## src/rtl/multibit_trie_ip_lookup_macros.svh

```systemverilog
// assertion macros for the multibit trie lookup block
// used by modules that carry concurrent checks; expects clk and rst in scope
`ifndef MULTIBIT_TRIE_IP_LOOKUP_MACROS_SVH
`define MULTIBIT_TRIE_IP_LOOKUP_MACROS_SVH
`ifndef ASSERT_OFF
`define MTRIE_ASSERT(lbl, prop, msg) \
  lbl: assert property (@(posedge clk) disable iff (rst) (prop)) else $error(msg);
`define MTRIE_NEVER(lbl, cond, msg) \
  lbl: assert property (@(posedge clk) disable iff (rst) !(cond)) else $error(msg);
`else
`define MTRIE_ASSERT(lbl, prop, msg)
`define MTRIE_NEVER(lbl, cond, msg)
`endif
`endif

```

## src/rtl/mtrie_pkg.sv

```systemverilog
// shared types and constants for the multibit trie lookup block
// no dependencies
`default_nettype none

package mtrie_pkg;

  localparam int TABLE_WORDS_DEF = 65536;
  localparam int KEY_W = 64;
  localparam int WORD_W = 32;
  localparam int LEAF_BIT = WORD_W - 1;

  localparam logic [1:0] ST_FOUND = 2'd0;
  localparam logic [1:0] ST_NOT_FOUND = 2'd1;
  localparam logic [1:0] ST_CORRUPT = 2'd2;
  localparam logic [1:0] ST_WRITTEN = 2'd3;

  localparam logic REG_STRIDE = 1'b0;
  localparam logic REG_NODES = 1'b1;

  localparam logic MODE_WRITE = 1'b0;

  typedef struct packed {
    logic [3:0] stride_bits;
    logic [16:0] node_count;
  } cfg_t;

  typedef enum logic [1:0] {
    S_IDLE,
    S_READ_HI,
    S_READ_CHILD,
    S_READ_LO
  } walk_state_t;

endpackage

`default_nettype wire

```

## src/rtl/mtrie_walk.sv

```systemverilog
// request control and trie walk sequencer over the word memory
// depends on mtrie_pkg and multibit_trie_ip_lookup_macros.svh
`default_nettype none
`include "multibit_trie_ip_lookup_macros.svh"

module mtrie_walk
  import mtrie_pkg::*;
#(
  parameter int TABLE_WORDS = TABLE_WORDS_DEF,
  parameter int AW = 16
) (
  input  wire logic          clk,
  input  wire logic          rst,
  input  wire cfg_t          cfg,
  input  wire logic          start,
  input  wire logic          mode,
  input  wire logic [15:0]   word_index,
  input  wire logic [31:0]   word_data,
  input  wire logic          is_ipv6,
  input  wire logic [63:0]   address,
  output logic               busy,
  output logic               done,
  output logic [1:0]         status,
  output logic [62:0]        value,
  output logic               mem_we,
  output logic [AW-1:0]      mem_addr,
  output logic [31:0]        mem_wdata,
  input  wire logic [31:0]   mem_rdata
);

  walk_state_t state, state_next;
  logic [KEY_W-1:0] key, key_next;
  logic [6:0] pos, pos_next;
  logic [AW-1:0] node, node_next;
  logic [30:0] hi_word, hi_word_next;
  logic done_next;
  logic [1:0] status_next;
  logic [62:0] value_next;

  logic [3:0] s;
  logic stride_ok;
  logic oversize;
  logic accept;
  logic wr_accept;
  logic in_range;
  logic [31:0] widx;
  logic [KEY_W-1:0] key_in;

  function automatic logic [AW-1:0] shl(input logic [AW-1:0] n, input logic [3:0] sb);
    logic [AW-1:0] r;
    case (sb)
      4'd1: r = n << 1;
      4'd2: r = n << 2;
      4'd4: r = n << 4;
      default: r = n << 8;
    endcase
    return r;
  endfunction

  function automatic logic [AW-1:0] slot_of(input logic [KEY_W-1:0] k, input logic [3:0] sb);
    logic [AW-1:0] r;
    case (sb)
      4'd1: r = AW'(k[63]);
      4'd2: r = AW'(k[63:62]);
      4'd4: r = AW'(k[63:60]);
      default: r = AW'(k[63:56]);
    endcase
    return r;
  endfunction

  assign s = cfg.stride_bits;
  assign stride_ok = (s == 4'd1) || (s == 4'd2) || (s == 4'd4) || (s == 4'd8);
  assign oversize = (32'(TABLE_WORDS) >> s) < 32'(cfg.node_count);
  assign busy = (state != S_IDLE);
  assign accept = start && !busy;
  assign wr_accept = accept && (mode == MODE_WRITE);
  assign widx = 32'(word_index);
  assign in_range = widx < 32'(TABLE_WORDS);
  assign key_in = is_ipv6 ? address : {address[31:0], 32'd0};
  assign mem_wdata = word_data;

  always_ff @(posedge clk) begin
    if (rst) begin
      state <= S_IDLE;
      done <= 1'b0;
    end else begin
      state <= state_next;
      done <= done_next;
    end
  end

  always_ff @(posedge clk) begin
    key <= key_next;
    pos <= pos_next;
    node <= node_next;
    hi_word <= hi_word_next;
    status <= status_next;
    value <= value_next;
  end

  always_comb begin
    state_next = state;
    key_next = key;
    pos_next = pos;
    node_next = node;
    hi_word_next = hi_word;
    done_next = 1'b0;
    status_next = status;
    value_next = value;
    mem_we = 1'b0;
    mem_addr = '0;
    unique case (state)
      S_IDLE: begin
        if (accept) begin
          done_next = 1'b1;
          value_next = '0;
          if (mode == MODE_WRITE) begin
            mem_we = in_range;
            mem_addr = widx[AW-1:0];
            status_next = ST_WRITTEN;
          end else if (cfg.node_count == '0) begin
            status_next = ST_NOT_FOUND;
          end else if (!stride_ok || oversize) begin
            status_next = ST_CORRUPT;
          end else begin
            done_next = 1'b0;
            mem_addr = AW'(1);
            key_next = key_in;
            pos_next = 7'd64;
            node_next = '0;
            state_next = S_READ_HI;
          end
        end
      end
      S_READ_HI: begin
        if (mem_rdata[LEAF_BIT]) begin
          hi_word_next = mem_rdata[30:0];
          mem_addr = shl(node, s);
          state_next = S_READ_LO;
        end else if (pos == 7'd0) begin
          done_next = 1'b1;
          status_next = ST_NOT_FOUND;
          value_next = '0;
          state_next = S_IDLE;
        end else begin
          mem_addr = shl(node, s) | slot_of(key, s);
          key_next = key << s;
          pos_next = 7'(pos - {3'd0, s});
          state_next = S_READ_CHILD;
        end
      end
      S_READ_CHILD: begin
        if (mem_rdata >= 32'(cfg.node_count)) begin
          done_next = 1'b1;
          status_next = ST_CORRUPT;
          value_next = '0;
          state_next = S_IDLE;
        end else if (mem_rdata == '0) begin
          done_next = 1'b1;
          status_next = ST_NOT_FOUND;
          value_next = '0;
          state_next = S_IDLE;
        end else begin
          node_next = mem_rdata[AW-1:0];
          mem_addr = shl(mem_rdata[AW-1:0], s) | AW'(1);
          state_next = S_READ_HI;
        end
      end
      S_READ_LO: begin
        done_next = 1'b1;
        status_next = ST_FOUND;
        value_next = {hi_word, mem_rdata};
        state_next = S_IDLE;
      end
      default: state_next = S_IDLE;
    endcase
  end

  `MTRIE_ASSERT(a_value_zero, (done && status != ST_FOUND) |-> (value == '0), "value without hit")
  `MTRIE_NEVER(a_write_busy, mem_we && busy, "table write during a walk")
  `MTRIE_ASSERT(a_write_ack, (done && status == ST_WRITTEN) |-> $past(wr_accept), "stray write status")
  `MTRIE_ASSERT(a_stride_walk, busy |-> stride_ok, "walk with invalid stride")

endmodule

`default_nettype wire

```

## config.mk

```make
export PLATFORM = sky130hd
export DESIGN_NAME = mtrie_walk
export DESIGN_NICKNAME = d
export VERILOG_FILES = /design/src/rtl/mtrie_pkg.sv /design/src/rtl/mtrie_walk.sv
export VERILOG_INCLUDE_DIRS = /design/src /design/src/rtl
export SDC_FILE = /design/constraint.sdc
export NUM_CORES = 1
export LEC_CHECK = 0
export ABC_AREA = 1
export BUFFER_PORTS_ARGS = -buffer_cell sky130_fd_sc_hd__buf_2
export CORE_MARGIN = 2
export CORE_UTILIZATION = 30
export DETAILED_ROUTE_END_ITERATION = 7
export GPL_ROUTABILITY_DRIVEN = 0
export PLACE_DENSITY_LB_ADDON = 0.15
export SLEW_MARGIN = 10
export SYNTH_ARGS = -nofsm -noshare
export SYNTH_HDL_FRONTEND = slang
export SYNTH_SLANG_ARGS = --single-unit
```

## constraint.sdc

```tcl
create_clock -name clk -period 4.2 [get_ports clk]
set_input_delay 0.84 -clock clk [delete_from_list [all_inputs] [get_ports clk]]
set_output_delay 0.84 -clock clk [all_outputs]
set_load 0.05 [all_outputs]
```

== Word level (Yosys, flattened, before mapping) ==
Cells that the tools add are included.
Widths: inputs -> output; s select.

* Flip-flop bits (word level): 185
* Input bits: 170
* Output and inout bits: 116

* Add/sub/neg operators: 1
* $lt $le $gt $ge: 3
* Eq/ne operators: 18
* Shifts and indexed selects: 2
* Mux-type cells: 76
* Bitwise gates (word level): 1
* Reduce and logical (&&, ||, !) cells: 20

{| class="wikitable"
|+ Operators by type and width
! cell !! count
|-
| $mux 64 || 7
|-
| $mux 63 || 5
|-
| $pmux 63 s4 || 1
|-
| $mux 16 || 12
|-
| $pmux 16 s3 || 3
|-
| $pmux 64 s2 || 1
|-
| $mux 15 || 6
|-
| $shl 64x4->64 || 1
|-
| $mux 7 || 6
|-
| $ge 32x17->1 || 1
|-
| $logic_not 32->1 || 1
|-
| $lt 32x17->1 || 1
|-
| $shr 17x4->32 const A || 1
|-
| $pmux 15 s2 || 1
|-
| $mux 2 || 14
|-
| $pmux 8 s3 || 1
|-
| $ne 2x2->1 const B || 9
|-
| $logic_not 17->1 || 1
|-
| $lt 16x17->1 const B || 1
|-
| $or 16x16->16 || 1
|-
| $pmux 2 s4 || 2
|-
| $mux 1 || 15
|-
| $pmux 7 s2 || 1
|-
| $reduce_and 7->1 || 2
|-
| other kinds (19) || 27
|}

== Depth between registers and ports, before layout ==
* Depth in word-level cells: 11
* Mapped depth: 20
* Depth with buffers taken out: 20

== Worst setup path before layout ==
OpenSTA, ideal clock, no wires.

* Path kind: in2out
* From: input mem_rdata[31]
* To: output mem_addr[6]
* Data arrival time: 3402 ps
* Required time: 3360 ps
* Path slack: -42 ps
* Cell stages on the path: 7
* Path buffers: 1
* Path through: inv_2 > nor2_1 > inv_1 > o21ai_2 > buf_2 > nand2_1 > o211ai_1

* Word-level cells in the longest chain between the ends: 4
* Elaborated cells on any way between the ends: 6

{| class="wikitable"
|+ RTL lines
! item !! RTL line !! source
|-
| from (decl) || mtrie_walk.sv:28 || <nowiki>input wire logic [31:0] mem_rdata</nowiki>
|-
| branches (longest 3 deep; another with $ge 32x17->1) || - ||
|-
| $pmux 16 s3 * || mtrie_walk.sv:112 || <nowiki>unique case (state)</nowiki>
|-
| to (decl) || mtrie_walk.sv:26 || <nowiki>output logic [AW-1:0] mem_addr,</nowiki>
|}

Mark *: on every way between the ends.

== Final worst setup path ==
* From: input cfg[18] in the netlist's numbering
* To: output mem_addr[0]

* Word-level cells in the longest chain between the ends: 11
* Elaborated cells on any way between the ends: 23

{| class="wikitable"
|+ RTL lines
! item !! RTL line !! source
|-
| from (decl) || mtrie_walk.sv:14 || <nowiki>input wire cfg_t cfg,</nowiki>
|-
| branches (longest 10 deep; another with $lt 32x17->1) || - ||
|-
| $pmux 16 s3 * || mtrie_walk.sv:112 ||
|}

Mark *: on every way between the ends. The select of a mux whose other input is x is not followed.

==> results.json <==
{
  "worstRegToRegCells": 7,
  "cpPeakStageDelay_ps": 290,
  "status": "complete, no violations",
  "grt_max_degree": 70,
  "drive_above_1_share_pct": 19.2,
  "row_count": 73,
  "seqPwrFrac_pct": 46.1,
  "die_w_um": 205,
  "post_cts_resized": 0,
  "syn_area_per_cell_um2": 8.02,
  "setup_viol": 0,
  "path_class": "in2out",
  "area_delta_synth_final_pct": 16.1,
  "rrSetupSlack_ps": 1350,
  "endpoint_kind": "output pin",
  "cts_root_buffer": "clkbuf_16",
  "setup_tns_ps": 0,
  "hold_viol_final": 0,
  "nets": 1876,
  "power_frac_clock_pct": 36.7,
  "yosysTopAreaCell": "edfxtp_1",
  "io-pin-count": 286,
  "maxCapViolations": 0,
  "avgViaCountPerCell": 5.11,
  "period_share_pct": 88.5,
  "leakage_nw": 6.25,
  "startpoint": "cfg[18]",
  "min_period_ps": 3720,
  "first_iter_violations": 1019,
  "drv_slew": 0,
  "grt_pass1_vias": 10900,
  "switchingPower_w": 0.00139,
  "p_int_w": 0.00307,
  "ys_top_cells_by_count": "375 x nand2_1, 182 x edfxtp_1, 172 x nor2_1",
  "dp.cells": 2174,
  "post-cts-setup-buffer-count": 0,
  "syn_area_um2": 12200,
  "clk_path_buf_depth": 2,
  "ys_ff_latch": 185,
  "hold_buffers": 0,
  "slew_headroom_pct": 46.2,
  "reg2reg_to": "key[31]",
  "clkTransAtPathRegs_ps": 80,
  "yosysMostFrequentCell": "nand2_1",
  "design.core.area_um2": 39900,
  "firstDrtPassIters": 6,
  "fmax_mhz": 269,
  "path_cells": "buf_2 > inv_2 > nand2_2 > inv_2 > nand2_4 > inv_2 > ha_1 > nand2_1 > inv_1 > nand3_1 > a21oi_1 > nor2_1 > nand2_1 > nand2_1 > nand2_1 > nand2_1 > nor2_1 > nand2_1 > nand2_1 > buf_2",
  "tritoncts": "built",
  "routed_wl_mm": 42.9,
  "initial_core_util_pct": 30.5,
  "wl_per_cell_um": 19.4,
  "power_density_nw_per_um2": 316,
  "grt_pass1_wl_mm": 64.7,
  "ir_worst_vdd_uv": 246,
  "start_kind": "input pin",
  "cp_max_fo": 17,
  "die_height_um": 205,
  "dp_hpwl_mm": 32.8,
  "crit_path_top_delay_cell": "ha_1",
  "synth_top_cell_area_share_pct": 44.9,
  "combinationalPowerShare_pct": 17.2,
  "synth.area.top_cells": "edfxtp_1 45%, nand2_1 12%, nor2_1 5.3%",
  "crit_path_end": "mem_addr[0]",
  "dieArea_um2": 42200,
  "stdcell_count": 2210,
  "synth_edf_count": 182,
  "async_reset_ff_share_pct": 0,
  "worst_pin_slew_ps": 807,
  "placed_area_um2": 13500,
  "htree_levels": 4,
  "syn_inst": 1517,
  "drc": 0,
  "power_w": 0.00446,
  "track_usage_pct": 20.5,
  "synth_nets": 1725,
  "worst_ep_required_time_ps": 3360,
  "synth_ff_type": "edfxtp_1",
  "vias": 11300,
  "yosysWarnings": 0,
  "min_path_type": "reg2reg",
  "cp.arrival_ps": 2880,
  "cts.sinks": 185,
  "rsz0062_at_grt": "no",
  "port_buffers": 221,
  "antenna_found_initial": 4,
  "clk_latency_ps": 460,
  "cts_buffers": 17,
  "fin_skew_ps": 14.2,
  "yosysSeqAreaShare_pct": 45.4,
  "design_area_um2": 14100,
  "grt_overflow": 0,
  "ant_nets": 0,
  "cp_common_cell": "nand2_1",
  "switching_share_pct": 31.2,
  "synth.distinct_cells": 46,
  "worst_r2r_startpoint": "state[0]"
}
[cell usage in the layout (no fill, tap or decap), types with 16 or more instances in the layout]
cell         n
o21ai_0    111
clkbuf_16   17
ha_1        37
nor2_1     171
a31oi_1     26
nand3_1     84
nand2_1    374
o22ai_1     36
o221ai_1    39
inv_1      155
edfxtp_1   182
buf_4       25
o211ai_1    28
or2_2       16
a21oi_1     39
buf_2      221
[power groups by stage]
stage | clock network [W] | registers (W) | logic, W
2_1_floorplan | 0 | 0.00219 | 0.000472
3_3_place_gp | 0 | 0.00210 | 0.000759
3_5_place_dp | 0 | 0.00210 | 0.000758
6_report | 0.00164 | 0.00206 | 0.000766
4_1_cts | 0.00168 | 0.00206 | 0.000761
5_1_grt | 0.00175 | 0.00206 | 0.000832
[how the worst min path moves through the flow]
stage / to / slack (ps) / from / cells after the start
2_1_floorplan: value[32] / 520 / hi_word[0] / 2
3_3_place_gp: value[60] / 520 / hi_word[28] / 2
3_5_place_dp: value[38] / 530 / hi_word[6] / 2
4_1_cts: value[44] / 540 / hi_word[12] / 2
5_1_grt: hi_word[27] / 560 / mem_rdata[27] / 1
6_report: value[61] / 540 / hi_word[29] / 2
[state kept, by name, indices dropped and copies added, names as in the netlist]
signal / cells
done: 1
pos: 7
hi_word: 31
state: 2
value: 63
node: 15
status: 2
key: 64
[logic make-up (layout without fill, tap and decap cells)]
kind of cell / count (synthesis) / after routing / share of synthesized area, %
AOI/OAI and AO/OA: 319 / 319 / 16.3
xor gates and xnor gates: 1 / 1 / 0.0720
adders and majority gates: 38 / 38 / 3.97
buffers and inverters: 287 / 451 / 10.7
DFF: 185 / 185 / 45.4
muxes: 5 / 5 / 0.411
other: 0 / 4 / 0
and+or+nand+nor: 682 / 682 / 23.1
[worst max-delay path: cells and delay by family]
family	cells	cell delay, ps
AOI/OAI and AO/OA	1	130
and+or+nand+nor	12	970
adders and majority gates	1	290
buffers and inverters	6	650
[cell type report]
type                       count  area, um^2
antenna                        4        10.0
clock buffer                  17         425
clock inverter                15         173
fill                        4220       25800
inverter                     171         647
multi-input combinational   1045        5350
sequential                   185        5530
tap                          525         657
timing repair buffer         248        1330
[through the flow]
step,worst slack [ps],hold slack [ps],util (%)
after floorplan,219,519,-
after global placement,490,521,33.9
after detailed placement,502,528,33.9
after CTS,494,544,35.4
after global routing,230,557,35.4
final,482,543,35.4
[layer usage]
metal	part of all wire [%]	vias up	routed length [um]	track usage [%]
li1	-	5475	-	-
met1	45	5243	19300	27.3
met2	46	527	19500	33.0
met3	7.7	46	3310	4.77
met4	1.7	0	721	5.83
met5	0	-	0	0
Power figures use the tool's default switching activity.
