[config.mk]
export PLATFORM = sky130hd
export DESIGN_NAME = mtrie_regs
export DESIGN_NICKNAME = d
export VERILOG_FILES = /design/src/rtl/multibit_trie_ip_lookup_macros.svh /design/src/rtl/mtrie_pkg.sv /design/src/rtl/mtrie_regs.sv
export SDC_FILE = /design/constraint.sdc
export NUM_CORES = 1
export LEC_CHECK = 0
export ABC_AREA = 0
export ABC_CLOCK_PERIOD_IN_PS = 1400
export BUFFER_PORTS_ARGS = -buffer_cell sky130_fd_sc_hd__buf_2
export CAP_MARGIN = 10
export CORE_UTILIZATION = 41
export CTS_BUF_LIST = sky130_fd_sc_hd__clkbuf_4
export DETAILED_ROUTE_END_ITERATION = 16
export PLACE_DENSITY = 0.81
export SLEW_MARGIN = 5
export SYNTH_ARGS = -nofsm -noshare
export SYNTH_HDL_FRONTEND = slang
export SYNTH_SLANG_ARGS = --single-unit
[constraint.sdc]
create_clock -name clk -period 1.4 [get_ports clk]
set_input_delay 0.28 -clock clk [delete_from_list [all_inputs] [get_ports clk]]
set_output_delay 0.28 -clock clk [all_outputs]
set_load 0.1 [all_outputs]
[src/rtl/multibit_trie_ip_lookup_macros.svh]
// assertion macros for the multibit trie lookup block
// used by modules that carry concurrent checks; expects clk and rst in scope
`ifndef MULTIBIT_TRIE_IP_LOOKUP_MACROS_SVH
`define MULTIBIT_TRIE_IP_LOOKUP_MACROS_SVH
`ifndef ASSERT_OFF
`define MTRIE_ASSERT(lbl, prop, msg) \
  lbl: assert property (@(posedge clk) disable iff (rst) (prop)) else $error(msg);
`define MTRIE_NEVER(lbl, cond, msg) \
  lbl: assert property (@(posedge clk) disable iff (rst) !(cond)) else $error(msg);
`else
`define MTRIE_ASSERT(lbl, prop, msg)
`define MTRIE_NEVER(lbl, cond, msg)
`endif
`endif

[src/rtl/mtrie_pkg.sv]
// shared types and constants for the multibit trie lookup block
// no dependencies
`default_nettype none

package mtrie_pkg;

  localparam int TABLE_WORDS_DEF = 65536;
  localparam int KEY_W = 64;
  localparam int WORD_W = 32;
  localparam int LEAF_BIT = WORD_W - 1;

  localparam logic [1:0] ST_FOUND = 2'd0;
  localparam logic [1:0] ST_NOT_FOUND = 2'd1;
  localparam logic [1:0] ST_CORRUPT = 2'd2;
  localparam logic [1:0] ST_WRITTEN = 2'd3;

  localparam logic REG_STRIDE = 1'b0;
  localparam logic REG_NODES = 1'b1;

  localparam logic MODE_WRITE = 1'b0;

  typedef struct packed {
    logic [3:0] stride_bits;
    logic [16:0] node_count;
  } cfg_t;

  typedef enum logic [1:0] {
    S_IDLE,
    S_READ_HI,
    S_READ_CHILD,
    S_READ_LO
  } walk_state_t;

endpackage

`default_nettype wire

[src/rtl/mtrie_regs.sv]
// apb configuration registers: stride and node count
// depends on mtrie_pkg
`default_nettype none

module mtrie_regs
  import mtrie_pkg::*;
(
  input  wire logic        clk,
  input  wire logic        rst,
  input  wire logic        psel,
  input  wire logic        penable,
  input  wire logic        pwrite,
  input  wire logic [2:0]  paddr,
  input  wire logic [31:0] pwdata,
  output logic [31:0]      prdata,
  output logic             pready,
  output cfg_t             cfg
);

  logic wr_en;
  logic reg_sel;

  assign pready = 1'b1;
  assign wr_en = psel && penable && pwrite && pready;
  assign reg_sel = paddr[2];

  always_ff @(posedge clk) begin
    if (rst) begin
      cfg.stride_bits <= 4'd8;
      cfg.node_count <= '0;
    end else if (wr_en) begin
      unique case (reg_sel)
        REG_STRIDE: cfg.stride_bits <= pwdata[3:0];
        REG_NODES: cfg.node_count <= pwdata[16:0];
        default: ;
      endcase
    end
  end

  always_comb begin
    unique case (reg_sel)
      REG_STRIDE: prdata = {28'd0, cfg.stride_bits};
      REG_NODES: prdata = {15'd0, cfg.node_count};
      default: prdata = '0;
    endcase
  end

endmodule

`default_nettype wire

* Yosys cells after proc, flatten, opt, wreduce, memory -nomap -nowiden
Cells that the tools add are included.
** Word-level totals
- ROM bits :: 0
- Input port bits :: 40
- Memories :: 0
- Word-level logic and storage cells :: 8
- Bits in registers :: 21
- Output and inout bits :: 54
- Bits in writable memories :: 0
- Bits in latches :: 0
** Cells by class
- $mul :: 0
- Multiplexer cells :: 1
- Bitwise gates (word level) :: 1
- Add/subtract/negate cells :: 0
- $lt $le $gt $ge :: 0
- Shift operators :: 0
- Reduce and logical (&&, ||, !) cells :: 4
- Divide/modulo/power cells :: 0
- Equality and inequality tests :: 0
** Operators with widths (count)
- $pmux 32 s2 :: 1
- $reduce_and 2->1 :: 2
- $logic_and 1x1->1 :: 2
- $not 1->1 :: 1

* Logic depth before layout (Yosys ltp)
Gate-level depths: netlist of the first run.
- Word-level depth :: 3
- Gate-level depth with buffers :: 5
- Depth with buffers taken out :: 2

* Worst setup path before layout of the first run
Ideal clock, no wire load.
- Path type :: reg-to-output
- From :: register cfg[10] in the netlist's numbering
- To :: output prdata[10]
- Required time :: 1.120 ns
- Stages on the path, launching flop included :: 2
- Path slack :: -0.693 ns
- Arrival :: 1.813 ns
- Buffers on the path :: 0
- Cell sequence :: dfxtp_1 and2_1
** Between the ends
- Cells in the longest elaborated chain, start to end :: 1
** RTL lines
- start, declared :: RTL line mtrie_regs.sv:17 : output cfg_t cfg
- $pmux 32 s2 :: RTL line mtrie_regs.sv:41 : unique case (reg_sel)
- end, declared :: RTL line mtrie_regs.sv:15 : output logic [31:0] prdata,
Every way passes these cells. The select of a mux whose other input is x is not followed.

* Worst setup path in the final report of the first run
- From :: register cfg[20] in the netlist's numbering
- To :: output prdata[3]
Same word-level chain as after synthesis.

==> results of run 1 <==
cells in the final DEF, fill, tap and decap left out, drive strengths merged:
cell	synthesis	routed
dfxtp	21	21
buf	19	48
nand2b	37	37
conb	2	16
mux2	4	4
mux2i	21	21
and2	13	13
and4	1	1
nor2	2	2
clkbuf	5	20
nand4b	1	1
cells by family after synthesis:
family,Yosys count
other,2
buffers and inverters,24
flip-flops,21
multiplexers,25
AND/OR/NAND/NOR,54
metal layers:
metal,GRT usage,vias up
li1,-,484
met1,0.1943,464
met2,0.3401,49
met3,0.04147,0
met4,0.05923,0
met5,0,-
metrics by stage:
step	instances	setup TNS, ns	utilization	hold WS, ns	setup slack, ns
final	215	0	0.6626	0.2131	0.02200
after global routing	215	-0.08770	0.6626	0.2013	-0.02024
after CTS	213	0	0.6428	0.2060	0.004779
after detailed placement	209	-0.004613	0.6320	0.4697	-0.004613
after global placement	209	0	0.6320	0.4597	0.06432
after floorplan	140	-0.1050	-	0.4278	-0.1050
tightest hold or removal path, cell delays in order:
cell                       delay, ns
sky130_fd_sc_hd__buf_2          0.09
sky130_fd_sc_hd__nand2b_1       0.05
sky130_fd_sc_hd__mux2i_1        0.06
timing repair:
action,in CTS,in global routing
gates resized for setup,0,16
setup buffers,0,2
hold buffers,0,0
endpoints found under the setup margin,0,22
power breakdown:
part | internal [W] | total [W] | switching (W)
Sequential | 0.000613 | 0.000623 | 0.0000101
Combinational | 0.000120 | 0.000535 | 0.000415
Clock | 0.000130 | 0.000316 | 0.000185
Total | 0.000863 | 0.00147 | 0.000610
final timing paths:
check                                           from                    to  slack, ns  cells after the start
worst max-delay path            cfg[20]$_SDFFE_PP1P_             prdata[3]       0.02                      2
worst min-delay path                      pwdata[12]  cfg[12]$_SDFFE_PP0P_       0.21                      3
worst max register to register  cfg[20]$_SDFFE_PP1P_  cfg[20]$_SDFFE_PP1P_       0.65                      3
worst min register to register   cfg[0]$_SDFFE_PP0P_   cfg[0]$_SDFFE_PP0P_       0.48                      2
layout make-up:
type | count | area [um2]
tap | 31 | 38.79
fill | 244 | 938.4
clock buffer | 4 | 30.03
sequential | 21 | 446.7
multi-input combinational | 95 | 701.9
timing repair buffer | 64 | 625.6
==> qor.yml, run 1 <==
pwr:
  p_leak_nw: 0.8400
  power.density_cell_area_mw_per_mm2: 799.4
  p_total_w: 0.001473
  peakVddDrop_mv: 0.6617
clocking:
  clock-root-buffer: "sky130_fd_sc_hd__clkbuf_4"
  clock_latency_reported_for_the_late_side_of_the_worst_skew_pair_ns: 0.30
  maximum_level_of_the_cts_h_tree: 1
  max-clock-path-buffers: 2
  path_clk_slew_ns: 0.12
  tritoncts.num_buffers: 3
  clock_sink_count: 21
  cts_tree: "done"
cells_and_area:
  final_layout_size_suffix_gt1_frac: 0.5815
  nets: 225
  areaGrowthSynthToFinish_pct: 51.86
  leading_registers_by_flop_count: "cfg x21"
  antenna_cells: 0
  top_register: "cfg"
  largest_reg_flops: 21
  layout.cell_area.non_filler_mm2: 0.001843
setup_path:
  worstPathBufferInverterCount: 1
  startpoint_type: "flop"
  crit_path_max_incr_delay_ns: 0.35
  cp_slowest_cell: "sky130_fd_sc_hd__dfxtp_2"
  critPathCaptureType: "primary output"
  critical_path.max_fanout: 3
  cp.arrival_ns: 1.10
  crit_chain: "mux2_4 -> buf_12"
  critical_path.top_delay_family: "flip-flops"
  cp_data_required_time_ns: 1.12
  path_class: "flop to primary output"
synth:
  synth_enable_flop_cells: 0
  synthesis.instances: 126
  synth.top_cells.by_count: "37 x sky130_fd_sc_hd__nand2b_1, 21 x sky130_fd_sc_hd__dfxtp_1, 21 x sky130_fd_sc_hd__mux2i_1"
  ys_seq_elements: 21
  synth_top_family_by_area: "simple AND/OR/NAND/NOR gates"
  synth.top_cell.area_share: 0.3464
  synth_simple_gate_area_frac: 0.2804
  post-synth-top-area-cell: "sky130_fd_sc_hd__dfxtp_1"
  yosys.area_share.adder: 0
  yosysWarnings: 0
  syn-cell-area_mm2: 0.001214
  synth-compound-area-share: 0
  cell_types_occupying_the_most_area_after_synthesis: "sky130_fd_sc_hd__dfxtp_1 35%, sky130_fd_sc_hd__nand2b_1 19%, sky130_fd_sc_hd__mux2i_1 17%, sky130_fd_sc_hd__buf_4 9.9%, sky130_fd_sc_hd__and2_1 6.7%"
  post-synth-top-count-cell: "sky130_fd_sc_hd__nand2b_1"
  synth_area_per_cell_um2: 9.632
  synth_top_flop_cell: "sky130_fd_sc_hd__dfxtp_1"
  multiplexer_share_of_the_synthesized_area: 0.2103
  synth-seq-area-share: 0.3464
  async_s_r_ff_share_synth: 0
  synth_xor_area_frac: 0
  post_synth_num_cell_types: 13
global_routing:
  globalRoute.totalOverflow: 0
  grt_use_total: 0.1797
  antenna_found_initial: 0
  grt_pass1_wl_um: 4519
  grt_start_max_net_pins: 40
  grt_pass1_vias: 1004
placed_design:
  dpl-instance-area_mm2: 0.001758
  portBuffers: 60
  dpl.hpwl_um: 2106
  gp_congestion: 0.7113
floorplan:
  design.die.area_mm2: 0.003182
  top_level_ports: 94
  initial_core_util: 0.4363
  floorplan.core_area_mm2: 0.002781
  rows: 19
  dieWidth_um: 56.41
  floorplan.die.height_um: 56.41
sta:
  final.min_clock_period_ns: 1.378
  slew_viol_final: 0
  finalHoldViolCount: 0
  finalClockSkew_ns: 0
  fmax_mhz: 725.7
  final.period_utilization: 0.9843
  setup-violations-final: 0
  rsz0062_at_grt: "yes"
route:
  detailed_route_wirelength_on_metal3_um: 189
  routedLengthMet1_um: 1058
  routedWlPerCell_um: 12.93
  drt.antenna.violating_nets: 0
  dr_total_vias: 997
  wl_um: 2780
  post_drt_via_cell_ratio: 4.637
  highest_layer: "met3"
  met2WireLength_um: 1532
  1st_pass_router_iterations: 4
  drt_drc_violations_left: 0
  drt_iter0_markers: 14
run_status:
  outcome: "finished clean"
run:
  drv.max_cap_violation_count: 0
worst_hold_path:
  path_type_of_the_worst_min_delay_path: "input pin to flop"
No activity file was read; power rests on OpenSTA's default activity.
==> inputs of run 2 (changes only) <==
CORE_MARGIN = 1.5   (was unset)
CTS_CLUSTER_SIZE = 8   (was unset)
PLACE_DENSITY = 0.83   (was 0.81)
==> qor.yml, run 2 (synthesis results as in run 1) <==
run_status:
  outcome: "finished clean"
placed_design:
  dpl.hpwl_um: 1835
  portBuffers: 60
  preCtsSetupSlack_ns: 0.03680
  gp_congestion: 0.7085
cells_and_area:
  nets: 224
  final_common_cell: "sky130_fd_sc_hd__nand2b_1"
  postLayoutCoreUtil: 0.6590
  antenna_cells: 0
  largest_reg_flops: 21
  top_register: "cfg"
  fill_cells: 234
  areaGrowthSynthToFinish_pct: 51.03
  final_cell_mix: "37 x sky130_fd_sc_hd__nand2b_1, 32 x sky130_fd_sc_hd__buf_2, 21 x sky130_fd_sc_hd__mux2i_1, 21 x sky130_fd_sc_hd__dfxtp_2, 18 x sky130_fd_sc_hd__buf_12"
  final_layout_size_suffix_gt1_frac: 0.5792
  leading_registers_by_flop_count: "cfg x21"
setup_path:
  cp_data_required_time_ns: 1.12
  reg2reg_setup_slack_ns: 0.78
  startpoint_type: "flop"
  reg2regPathDepth: 2
  crit_path_max_incr_delay_ns: 0.35
  critical_path.max_fanout: 3
  cp.arrival_ns: 1.11
  cp_slowest_cell: "sky130_fd_sc_hd__dfxtp_2"
  worstPathBufferInverterCount: 1
  crit_chain: "mux2_4 -> buf_12"
  critical_path.top_delay_family: "flip-flops"
  path_class: "flop to primary output"
  reg2reg_from: "cfg[20]$_SDFFE_PP1P_"
  critical_path.reg2reg.endpoint: "cfg[20]$_SDFFE_PP1P_"
  critPathCaptureType: "primary output"
clocking:
  clock_sink_count: 21
  clock_latency_reported_for_the_late_side_of_the_worst_skew_pair_ns: 0.29
  max-clock-path-buffers: 2
  cts_tree: "done"
  post_cts_resized: 0
  cts_setup_buffers: 0
  ctsHoldBuffers: 0
  tritoncts.num_buffers: 3
  maximum_level_of_the_cts_h_tree: 1
  path_clk_slew_ns: 0.12
  clock-root-buffer: "sky130_fd_sc_hd__clkbuf_4"
route:
  drt_iter0_markers: 20
  routedWlPerCell_um: 11.21
  1st_pass_router_iterations: 4
  dr_total_vias: 954
  post_drt_via_cell_ratio: 4.458
  wl_um: 2400
  drt.antenna.violating_nets: 0
  drt_drc_violations_left: 0
sta:
  slew_viol_final: 0
  finalHoldViolCount: 0
  rsz0062_at_grt: "yes"
  worst_slack_ns: 0.01373
  setup-violations-final: 0
  final.period_utilization: 0.9902
  holdWs_ns: 0.2136
  fmax_mhz: 721.4
  final.min_clock_period_ns: 1.386
  setup-tns-final_ns: 0
  finalClockSkew_ns: 0
pwr:
  p_leak_nw: 0.8450
  peakVddDrop_mv: 0.5348
  power.density_cell_area_mw_per_mm2: 790.7
  p_total_w: 0.001449
global_routing:
  grt_pass1_wl_um: 3808
  grt_start_max_net_pins: 40
  grt_pass1_vias: 855
  grt_use_total: 0.1469
  antenna_found_initial: 0
  globalRoute.totalOverflow: 0
worst_hold_path:
  hold_path.startpoint: "pwdata[4]"
  hold_path_depth: 3
  hold-path-endpoint: "cfg[4]$_SDFFE_PP0P_"
  path_type_of_the_worst_min_delay_path: "input pin to flop"
floorplan:
  floorplan.die.height_um: 57.41
  rows: 19
  floorplan.core_area_mm2: 0.002781
  initial_core_util: 0.4363
  dieWidth_um: 57.41
  design.die.area_mm2: 0.003295
  top_level_ports: 94
run:
  drv.max_cap_violation_count: 0
-- run 2: layout make-up --
type                       count  area (um2)  share of cell area
sequential                    21       446.7              0.2437
clock inverter                 1       5.005            0.002730
timing repair buffer          63       618.1              0.3372
multi-input combinational     95       701.9              0.3829
clock buffer                   3       22.52             0.01229
tap                           31       38.79             0.02116
-- run 2: worst min-delay path: stages --
cell and delay (ns):
sky130_fd_sc_hd__buf_2 0.09, sky130_fd_sc_hd__nand2b_1 0.05, sky130_fd_sc_hd__mux2i_1 0.06
-- run 2: stage by stage --
stage	cells	area (um2)
6_report	214	1833
3_5_place_dp	210	1778
3_3_place_gp	210	1778
5_1_grt	214	1833
4_1_cts	214	1805
2_1_floorplan	140	1339
-- run 2: power by group --
group          total, W  leakage, nW  internal [W]  switching [W]
clock          0.000292       0.0177      0.000106       0.000185
sequential     0.000623        0.179      0.000613      0.0000100
combinational  0.000535        0.648      0.000123       0.000412
-- run 2: how the worst max path moves through the flow --
stage | slack (ns) | to | depth (start not counted) | startpoint
floorplan | -0.11 | prdata[10] | 1 | cfg[10]$_SDFFE_PP0P_
global placement | 0.03 | prdata[10] | 4 | paddr[2]
detailed placement | 0.04 | prdata[10] | 4 | paddr[2]
CTS | 0.003 | prdata[0] | 2 | cfg[17]$_SDFFE_PP0P_
global route | -0.03 | prdata[0] | 2 | cfg[17]$_SDFFE_PP0P_
finish | 0.01 | prdata[0] | 2 | cfg[17]$_SDFFE_PP0P_
-- run 2: metal layers --
layer	vias up	wire (um)	track usage	part of all wire
met5	-	0	0	0
met1	422	1082	0.1802	0.45
li1	482	-	-	-
met4	0	0	0.04983	0
met3	0	228	0.04082	0.095
met2	50	1089	0.2468	0.45
